**src/hdl/audio_energy_beat_detector_unit_macros.svh**
```systemverilog
// assertion macros shared by the beat detector rtl
`ifndef AUDIO_ENERGY_BEAT_DETECTOR_UNIT_MACROS_SVH
`define AUDIO_ENERGY_BEAT_DETECTOR_UNIT_MACROS_SVH

// same-cycle implication, checked at the rising edge, off while in reset
`define AEBD_ASSERT_IMP(lbl, clk, rstn, ante, cons) \
  lbl: assert property (@(posedge clk) disable iff (!rstn) (ante) |-> (cons)) \
    else $error("beat detector check failed");

// next-cycle implication
`define AEBD_ASSERT_NXT(lbl, clk, rstn, ante, cons) \
  lbl: assert property (@(posedge clk) disable iff (!rstn) (ante) |=> (cons)) \
    else $error("beat detector check failed");

`endif

```
**src/hdl/aebd_pkg.sv**
```systemverilog
// types, constants and widths shared by the beat detector
`timescale 1ns / 1ps
package aebd_pkg;

  localparam int HistoryDepthDef = 64;
  localparam int MaxFramesDef    = 4096;

  localparam int SampleW   = 16;
  localparam int FrameW    = 13;
  localparam int LevelW    = 16;
  localparam int SinceW    = 32;
  localparam int SensW     = 12;
  localparam int HoldW     = 20;
  localparam int DecayW    = 16;
  localparam int ChanW     = 4;
  localparam int CfgIdxW   = 4;
  localparam int CfgDataW  = 20;
  localparam int SumW      = 48;
  localparam int SquareW   = 32;
  localparam int TotalW    = FrameW + ChanW;
  localparam int UnitW     = 64;
  localparam int DivisorW  = 32;
  localparam int RemW      = 36;
  localparam int IterW     = 7;

  localparam logic [SensW-1:0]  SensReset  = 12'd384;
  localparam logic [HoldW-1:0]  HoldReset  = 20'd4800;
  localparam logic [DecayW-1:0] DecayReset = 16'd58982;
  localparam logic [ChanW-1:0]  ChanReset  = 4'd2;

  localparam logic [LevelW-1:0] MinThreshold = 16'd655;
  localparam logic [LevelW-1:0] LevelMax     = 16'hFFFF;

  // register indexes
  localparam logic [CfgIdxW-1:0] RegSensitivity  = 4'd0;
  localparam logic [CfgIdxW-1:0] RegHoldFrames   = 4'd1;
  localparam logic [CfgIdxW-1:0] RegDecayFactor  = 4'd2;
  localparam logic [CfgIdxW-1:0] RegChannelCount = 4'd3;

  typedef enum logic {
    OP_DIV,
    OP_SQRT
  } aebd_op_e;

  typedef struct packed {
    logic                start;
    aebd_op_e            op;
    logic [UnitW-1:0]    a;
    logic [DivisorW-1:0] b;
  } aebd_unit_req_t;

  typedef struct packed {
    logic             busy;
    logic             done;
    logic [UnitW-1:0] result;
  } aebd_unit_rsp_t;

  typedef enum logic [4:0] {
    ST_CLEAR,
    ST_IDLE,
    ST_ACC,
    ST_TOTAL,
    ST_DIV_MS,
    ST_SQRT_MS,
    ST_RING,
    ST_SUM2,
    ST_PROD,
    ST_DIV_AVG,
    ST_SQRT_DEV,
    ST_SCALE,
    ST_DIV_THR,
    ST_DECIDE,
    ST_DIV_PRE,
    ST_MIX,
    ST_BLEND,
    ST_OUT
  } aebd_state_e;

endpackage

```
**src/hdl/aebd_div_sqrt.sv**
```systemverilog
// shared bit-serial divider and square root unit
`timescale 1ns / 1ps
module aebd_div_sqrt (
  input  logic                     clk_i,
  input  logic                     rst_ni,
  input  aebd_pkg::aebd_unit_req_t req_i,
  output aebd_pkg::aebd_unit_rsp_t rsp_o
);
  localparam int UnitW = aebd_pkg::UnitW;
  localparam int RemW  = aebd_pkg::RemW;
  localparam int IterW = aebd_pkg::IterW;

  logic                busy_q, done_q;
  aebd_pkg::aebd_op_e  op_q;
  logic [UnitW-1:0]    src_q, res_q;
  logic [aebd_pkg::DivisorW-1:0] div_q;
  logic [RemW-1:0]     rem_q;
  logic [IterW-1:0]    cnt_q;

  logic [RemW-1:0] rem_sh, trial;
  logic            ge;
  logic [IterW-1:0] last_cnt;

  always_comb begin
    if (op_q == aebd_pkg::OP_DIV) begin
      rem_sh   = {rem_q[RemW-2:0], src_q[UnitW-1]};
      trial    = RemW'(div_q);
      last_cnt = IterW'(UnitW - 1);
    end else begin
      rem_sh   = {rem_q[RemW-3:0], src_q[UnitW-1 -: 2]};
      trial    = RemW'({res_q[UnitW/2-1:0], 2'b01});
      last_cnt = IterW'(UnitW / 2 - 1);
    end
    ge = (rem_sh >= trial);
  end

  always_ff @(posedge clk_i or negedge rst_ni) begin
    if (!rst_ni) begin
      busy_q <= 1'b0;
      done_q <= 1'b0;
      cnt_q  <= '0;
    end else begin
      done_q <= 1'b0;
      if (req_i.start) begin
        busy_q <= 1'b1;
        cnt_q  <= '0;
      end else if (busy_q) begin
        cnt_q <= cnt_q + 1'b1;
        if (cnt_q == last_cnt) begin
          busy_q <= 1'b0;
          done_q <= 1'b1;
        end
      end
    end
  end

  // datapath: one quotient bit or one root bit a cycle
  always_ff @(posedge clk_i) begin
    if (req_i.start) begin
      op_q  <= req_i.op;
      src_q <= req_i.a;
      div_q <= req_i.b;
      rem_q <= '0;
      res_q <= '0;
    end else if (busy_q) begin
      rem_q <= ge ? (rem_sh - trial) : rem_sh;
      res_q <= {res_q[UnitW-2:0], ge};
      src_q <= (op_q == aebd_pkg::OP_DIV) ? {src_q[UnitW-2:0], 1'b0}
                                          : {src_q[UnitW-3:0], 2'b00};
    end
  end

  assign rsp_o.busy   = busy_q;
  assign rsp_o.done   = done_q;
  assign rsp_o.result = res_q;
endmodule

```
**config.mk**
```make
export PLATFORM = sky130hd
export DESIGN_NAME = aebd_div_sqrt
export DESIGN_NICKNAME = d
export VERILOG_FILES = /design/src/hdl/audio_energy_beat_detector_unit_macros.svh /design/src/hdl/aebd_pkg.sv /design/src/hdl/aebd_div_sqrt.sv
export SDC_FILE = /design/constraint.sdc
export NUM_CORES = 1
export LEC_CHECK = 0
export ABC_AREA = 0
export BUFFER_PORTS_ARGS = -buffer_cell sky130_fd_sc_hd__buf_2
export CORE_AREA = 2 2 142 144
export DETAILED_ROUTE_END_ITERATION = 12
export DIE_AREA = 0 0 144 146
export PLACE_DENSITY_LB_ADDON = 0.15
export SLEW_MARGIN = 20
export SYNTH_ARGS = -nofsm -noshare
export SYNTH_HDL_FRONTEND = slang
export SYNTH_SLANG_ARGS = --single-unit
```
**constraint.sdc**
```tcl
create_clock -name clk_i -period 5.3 [get_ports clk_i]
set_clock_uncertainty 0.1 [all_clocks]
set_input_delay 0.265 -clock clk_i [delete_from_list [all_inputs] [get_ports clk_i]]
set_output_delay 0.265 -clock clk_i [all_outputs]
set_load 0.005 [all_outputs]
```
# Yosys cells after proc, flatten, opt, wreduce, memory -nomap -nowiden
# Cells that the tools add are included.
# totals
ff_bits	205
latch_bits	0
ramBits	0
mem_bits_ro	0
output_inout_bits	66
wordCells	28
memories	0
# classes
n_addsub	2
n_mul	0
n_div	0
order_cmp	1
eq_ne	1
shifts	0
n_mux	15
n_bitwise	0
n_reduce_logical	1
# ops
operator	n
two-way mux 64 bit	3
greater-or-equal comparator 36 x 34 -> 1 bit	1
two-way mux 36 bit	1
two-way mux 35 bit	1
subtractor 35 x 34 -> 35 bit	1
two-way mux 34 bit	1
two-way mux 7 bit	2
adder 7 x 1 -> 7 bit, second input constant	1
== test 7 bit	1
two-way mux 1 bit	6
two-way mux 6 bit	1
nonzero test 2 bit	1

# Depth between registers and ports, before layout
# depth
word_depth	5
depth_mapped	18

# Worst setup path before layout
# No wires, ideal clock.
# synth_timing
kind	register -> register
startpoint	register op_q
endpoint	register rem_q[29]
setup_time_ns	0.128
t_arrival_ns	4.108
slack_ns	0.964
path_stages_with_launch	18
path_buffers	8
cell_sequence	edfxtp_1 -> buf_2 -> buf_1 -> clkbuf_1 -> buf_1 -> buf_2 -> mux2i_1 -> ha_1 -> buf_2 -> nand4_1 -> or4_4 -> o21ba_1 -> a21oi_1 -> a31o_4 -> buf_6 -> buf_2 -> a32oi_1 -> o31ai_1
# synth_between
elab_chain_cells	3
# synth_lines
element	line_no	text
from (decl)	aebd_div_sqrt.sv:14	aebd_pkg::aebd_op_e op_q;
from (signal assigned)	aebd_div_sqrt.sv:60	op_q <= req_i.op;
two-way mux 36 bit / two-way mux 34 bit (equally long branches)	aebd_div_sqrt.sv:25	if (op_q == aebd_pkg::OP_DIV) begin
subtractor 35 x 34 -> 35 bit / greater-or-equal comparator 36 x 34 -> 1 bit (equally long branches)	aebd_div_sqrt.sv:66, aebd_div_sqrt.sv:34	
two-way mux 35 bit (*)	aebd_div_sqrt.sv:66	rem_q <= ge ? (rem_sh - trial) : rem_sh;
to (signal assigned)	aebd_div_sqrt.sv:66	
to (decl)	aebd_div_sqrt.sv:17	logic [RemW-1:0] rem_q;
# Every way passes the cells marked *; elsewhere a longest branch is shown, timed or not.
# A chain may end at the register's enable or synchronous reset.

# Worst setup path after layout
# layout_timing
startpoint	register op_q
endpoint	register rem_q[31]
# The elaborated chain is that of the path after synthesis.

==> qor_table.md <==
| Step | Result | This run |
|---|---|---|
| critical path | Data arrival time at the worst-slack endpoint | 4.90 ns |
| route | Via count | 9051 |
| power and ir drop | Part of the total power dissipated in sequential elements | 32.6% |
| synthesis | Count of flip-flops with a built-in enable after synthesis | 97 |
| critical path | CP max stage cell | sky130_fd_sc_hd__edfxtp_1 |
| synthesis | Top flip-flop cell by instance count after synthesis | sky130_fd_sc_hd__dfxtp_1 |
| global route | Via count of the first global-routing pass | 8930 |
| layout | Net total in the final layout | 1459 |
| synthesis | Mean post-synth cell area | 10.1 µm² |
| synthesis | Cells after synthesis | 1102 |
| route | Post-detailed-route DRC marker count | 0 |
| clock tree | Clock slew at reported path FFs | 0.06 ns |
| floorplan | Die outline height | 146 µm |
| clock tree | Total of cells resized after clock tree synthesis | 0 |
| layout | Final core utilization | 71.2% |
| critical path | Worst path max stage delay | 0.69 ns |
| sta | Remaining max-slew budget at the tightest pin | 32.0% |
| run status | Result of the run | completed |
| sta | Fin. max-slew vios | 0 |
| power and ir drop | Power per cell area | 439 nW/µm² |
| critical path | Cell-by-cell listing of the critical path | buf_4, buf_4, mux2i_1, ha_1, a21o_1, o21bai_1, a211oi_1, o31a_1, a31o_4, inv_2, a311oi_2, a21oi_1, a211oi_2 |
| power and ir drop | Fraction of power spent switching nets | 35.9% |
| layout | Antenna Cells | 0 |
| synthesis | Share of the yosys chip area belonging to registers | 46.1% |
| sta | Final critical-path share of the clock period | 86.2% |
| sta | Slew at the pin closest to its max-slew limit | 1.02 ns |
| clock tree | TritonCTS clock tree | built |
| route | WL/cell | 17.1 µm |
| floorplan | Effective utilization at floorplan | 57.5% |
| clock tree | Num CTS Buffers | 23 |
| sta | Fin. Hold Viols | 0 |
| synthesis | Fraction of synthesized cell area taken by the top area cell type | 26.2% |
| synthesis | Register bit total from synthesis | 205 |
| layout | Area Growth Syn to Fin | 23.8% |
| clock tree | Count of hold-fix buffers inserted at cts | 98 |
| min path | Min-Delay Path Class | primary input to async pin |
| global route | Antenna violations before repair | 0 |
| layout | Fraction of final layout cells sized beyond drive strength 1 | 19.8% |
| clock tree | Cell at the root of the clock tree | sky130_fd_sc_hd__clkbuf_16 |
| clock tree | Latest clock arrival within the worst-skew pair | 0.52 ns |
| synthesis | Synthesized net count | 1238 |
| power and ir drop | Cell Int Power | 3880 µW |
| power and ir drop | Net switching power | 2170 µW |
| critical path | Critical R2R Launch | op_q |
| sta | Setup repair after global routing missed its margin | no |
| power and ir drop | Worst voltage drop across the vdd grid | 0.000262 V |
| clock tree | Max clock buf depth | 3 |
| global route | Grt total ovfl | 0 |
| clock tree | Maximum level of the CTS H-tree | 1 |
| critical path | Launching instance or port of the critical path | op_q |
| placed design | Global placement routability congestion | 0.931 |
| synthesis | Leading cell type by number of instances after synthesis | sky130_fd_sc_hd__mux2i_1 |
| critical path | Category of the critical setup timing path | flop to flop |
| synthesis | Post-synth design cell area | 11100 µm² |
| run | Max Cap Violations | 0 |
| power and ir drop | Leakage power figure | 0.00651 µW |
| route | Router iterations before antenna repair | 5 |
| placed design | Total half-perimeter wirelength after legalization and detailed placement | 17400 µm |
| critical path | Crit path required time | 5.64 ns |
| critical path | Most frequent cell on the critical path | sky130_fd_sc_hd__buf_4 |
| floorplan | I/O Pins | 166 |
| synthesis | Cell types with the highest counts after synthesis | 169 x sky130_fd_sc_hd__mux2i_1, 127 x sky130_fd_sc_hd__nor2_1, 99 x sky130_fd_sc_hd__dfxtp_1, 99 x sky130_fd_sc_hd__nand2_1, 97 x sky130_fd_sc_hd__edfxtp_1 |
| synthesis | Number of library cell types mapped by synthesis | 64 |
| sta | Final-report setup violation count | 0 |
| clock tree | CTS sink count | 205 |
| sta | Maximum achievable frequency | 219 MHz |
| route | Total routed wirelength | 27500 µm |
| global route | Pin count of the biggest net entering global routing | 120 |
| clock tree | Post-CTS setup buffer count | 0 |
| sta | Time the worst path needs with I/O delays and setup | 4.57 ns |
| critical path | Family of cells with the greatest summed delay on the critical path | compound AO/OA/AOI/OAI gates |
| floorplan | Die X-Extent | 144 µm |
| global route | Wire length of the first global-routing pass | 44900 µm |
| synthesis | Asr flop ratio synth | 4.39% |
| critical path | Critical Path Sink Type | flop |
| floorplan | Area enclosed by the die boundary | 21000 µm² |
| placed design | Number of buffers added on ports | 165 |
| synthesis | YS warnings | 0 |
| synthesis | Biggest area consumer among synthesized cells | sky130_fd_sc_hd__edfxtp_1 |
| floorplan | Placeable core region | 19300 µm² |
| route | 1st-iter DRT viols | 645 |
| power and ir drop | Clock power share | 26.1% |
| layout | Number of inserted filler cells in the final layout | 1421 |
| synthesis | Cell types occupying the most area after synthesis | sky130_fd_sc_hd__edfxtp_1 26%, sky130_fd_sc_hd__dfxtp_1 18%, sky130_fd_sc_hd__mux2i_1 15%, sky130_fd_sc_hd__nor2_1 4.3%, sky130_fd_sc_hd__ha_1 3.9% |
| route | Detailed-route vias per instance | 5.64 |
| floorplan | Number of placement rows | 51 |
| critical path | Buf/Inv on CP | 3 |
| critical path | Element type at the critical path start | flop |
| sta | Setup TNS after final layout | 0 ns |
| route | Remaining antenna violation count | 0 |
| critical path | Critical Path Fanout Max | 51 |
| global route | Total global routing track utilization | 26.0% |
| power and ir drop | Combinational group share of total power | 41.3% |
==> sequential cells by signal, summed over array words and instances, names as in the netlist <==
register / flops
res_q: 64
src_q: 64
rem_q: 35
div_q: 32
cnt_q: 7
busy_q: 1
done_q: 1
op_q: 1
==> routing by layer <==
layer	global-route usage, %	up-vias	share of wire (%)
li1	-	4442	-
met1	35.5	4289	44
met2	43.3	270	48
met3	4.48	50	5.6
met4	6.13	0	2.4
met5	0	-	0
==> power by group through the flow <==
stage | Clock, µW | Sequential (µW) | Combinational [µW]
detailed placement | 0 | 2000 | 2390
global placement | 0 | 2000 | 2370
global route | 1660 | 1990 | 2760
floorplan | 0 | 1950 | 1990
finish | 1580 | 1970 | 2490
CTS | 1610 | 1970 | 2460
==> cells by family (layout without fill, tap and decap cells) <==
kind of cell,count (synthesis),count (layout),synth area share [%]
DFF,205,205,46.1
xor gates and xnor gates,33,33,2.60
AOI/OAI and AO/OA,239,239,13.6
muxes,202,202,18.6
and+or+nand+nor,293,293,11.4
adders and majority gates,36,36,4.12
buffers and inverters,94,331,3.63
==> per-stage QoR <==
stage	area [µm²]	cells	total power (µW)	hold slack [ns]	setup slack (ns)
floorplan	11100	1102	3940	-0.131	0.964
global placement	12000	1465	4370	0.0270	0.885
detailed placement	12000	1465	4390	0.0259	0.768
CTS	13800	1604	6040	0.0373	0.768
global route	13800	1604	6410	0.0501	0.449
finish	13800	1604	6040	0.0488	0.732
==> area by class of cell <==
cell class	instances	area, µm²	share of cell area, %
clock inverter	6	48.8	0.355
tap	265	332	2.41
inverter	16	60.1	0.436
multi-input combinational	803	5590	40.6
sequential	205	5120	37.2
timing repair buffer	274	1900	13.8
clock buffer	35	713	5.18
==> cells in the final DEF, fill, tap and decap left out, drive strengths merged, types with 4 or more instances in the layout <==
cell type and count:
clkbuf 35, a21boi 4, o21bai 6, nand2 99, nor2b 8, mux2i 169
dfrtp 9, nand2b 6, dlygate4sd3 98, xor2 18, o21a 7, a221oi 4
clkinv 5, xnor2 15, nand4 14, ha 35, nand3 9, o31ai 4
nor3 13, o21ai 88, a21o 15, edfxtp 97, a211oi 21, inv 17
dfxtp 99, a21oi 60, buf 176, mux2 33, a32oi 8, nor2 128
and2 4
==> path summary, 6_finish.rpt <==
kind                                   to  slack, ns  cells after the start
worst min register to register  rem_q[23]       0.39                      2
min in group clk_i              res_q[23]       0.05                      2
worst max-delay path            rem_q[31]       0.73                     13
worst min-delay path               busy_q       0.05                      2
worst max register to register  rem_q[31]       0.73                     13
max in group asynchronous          busy_q       4.85                      2
Power figures use the tool's default switching activity.
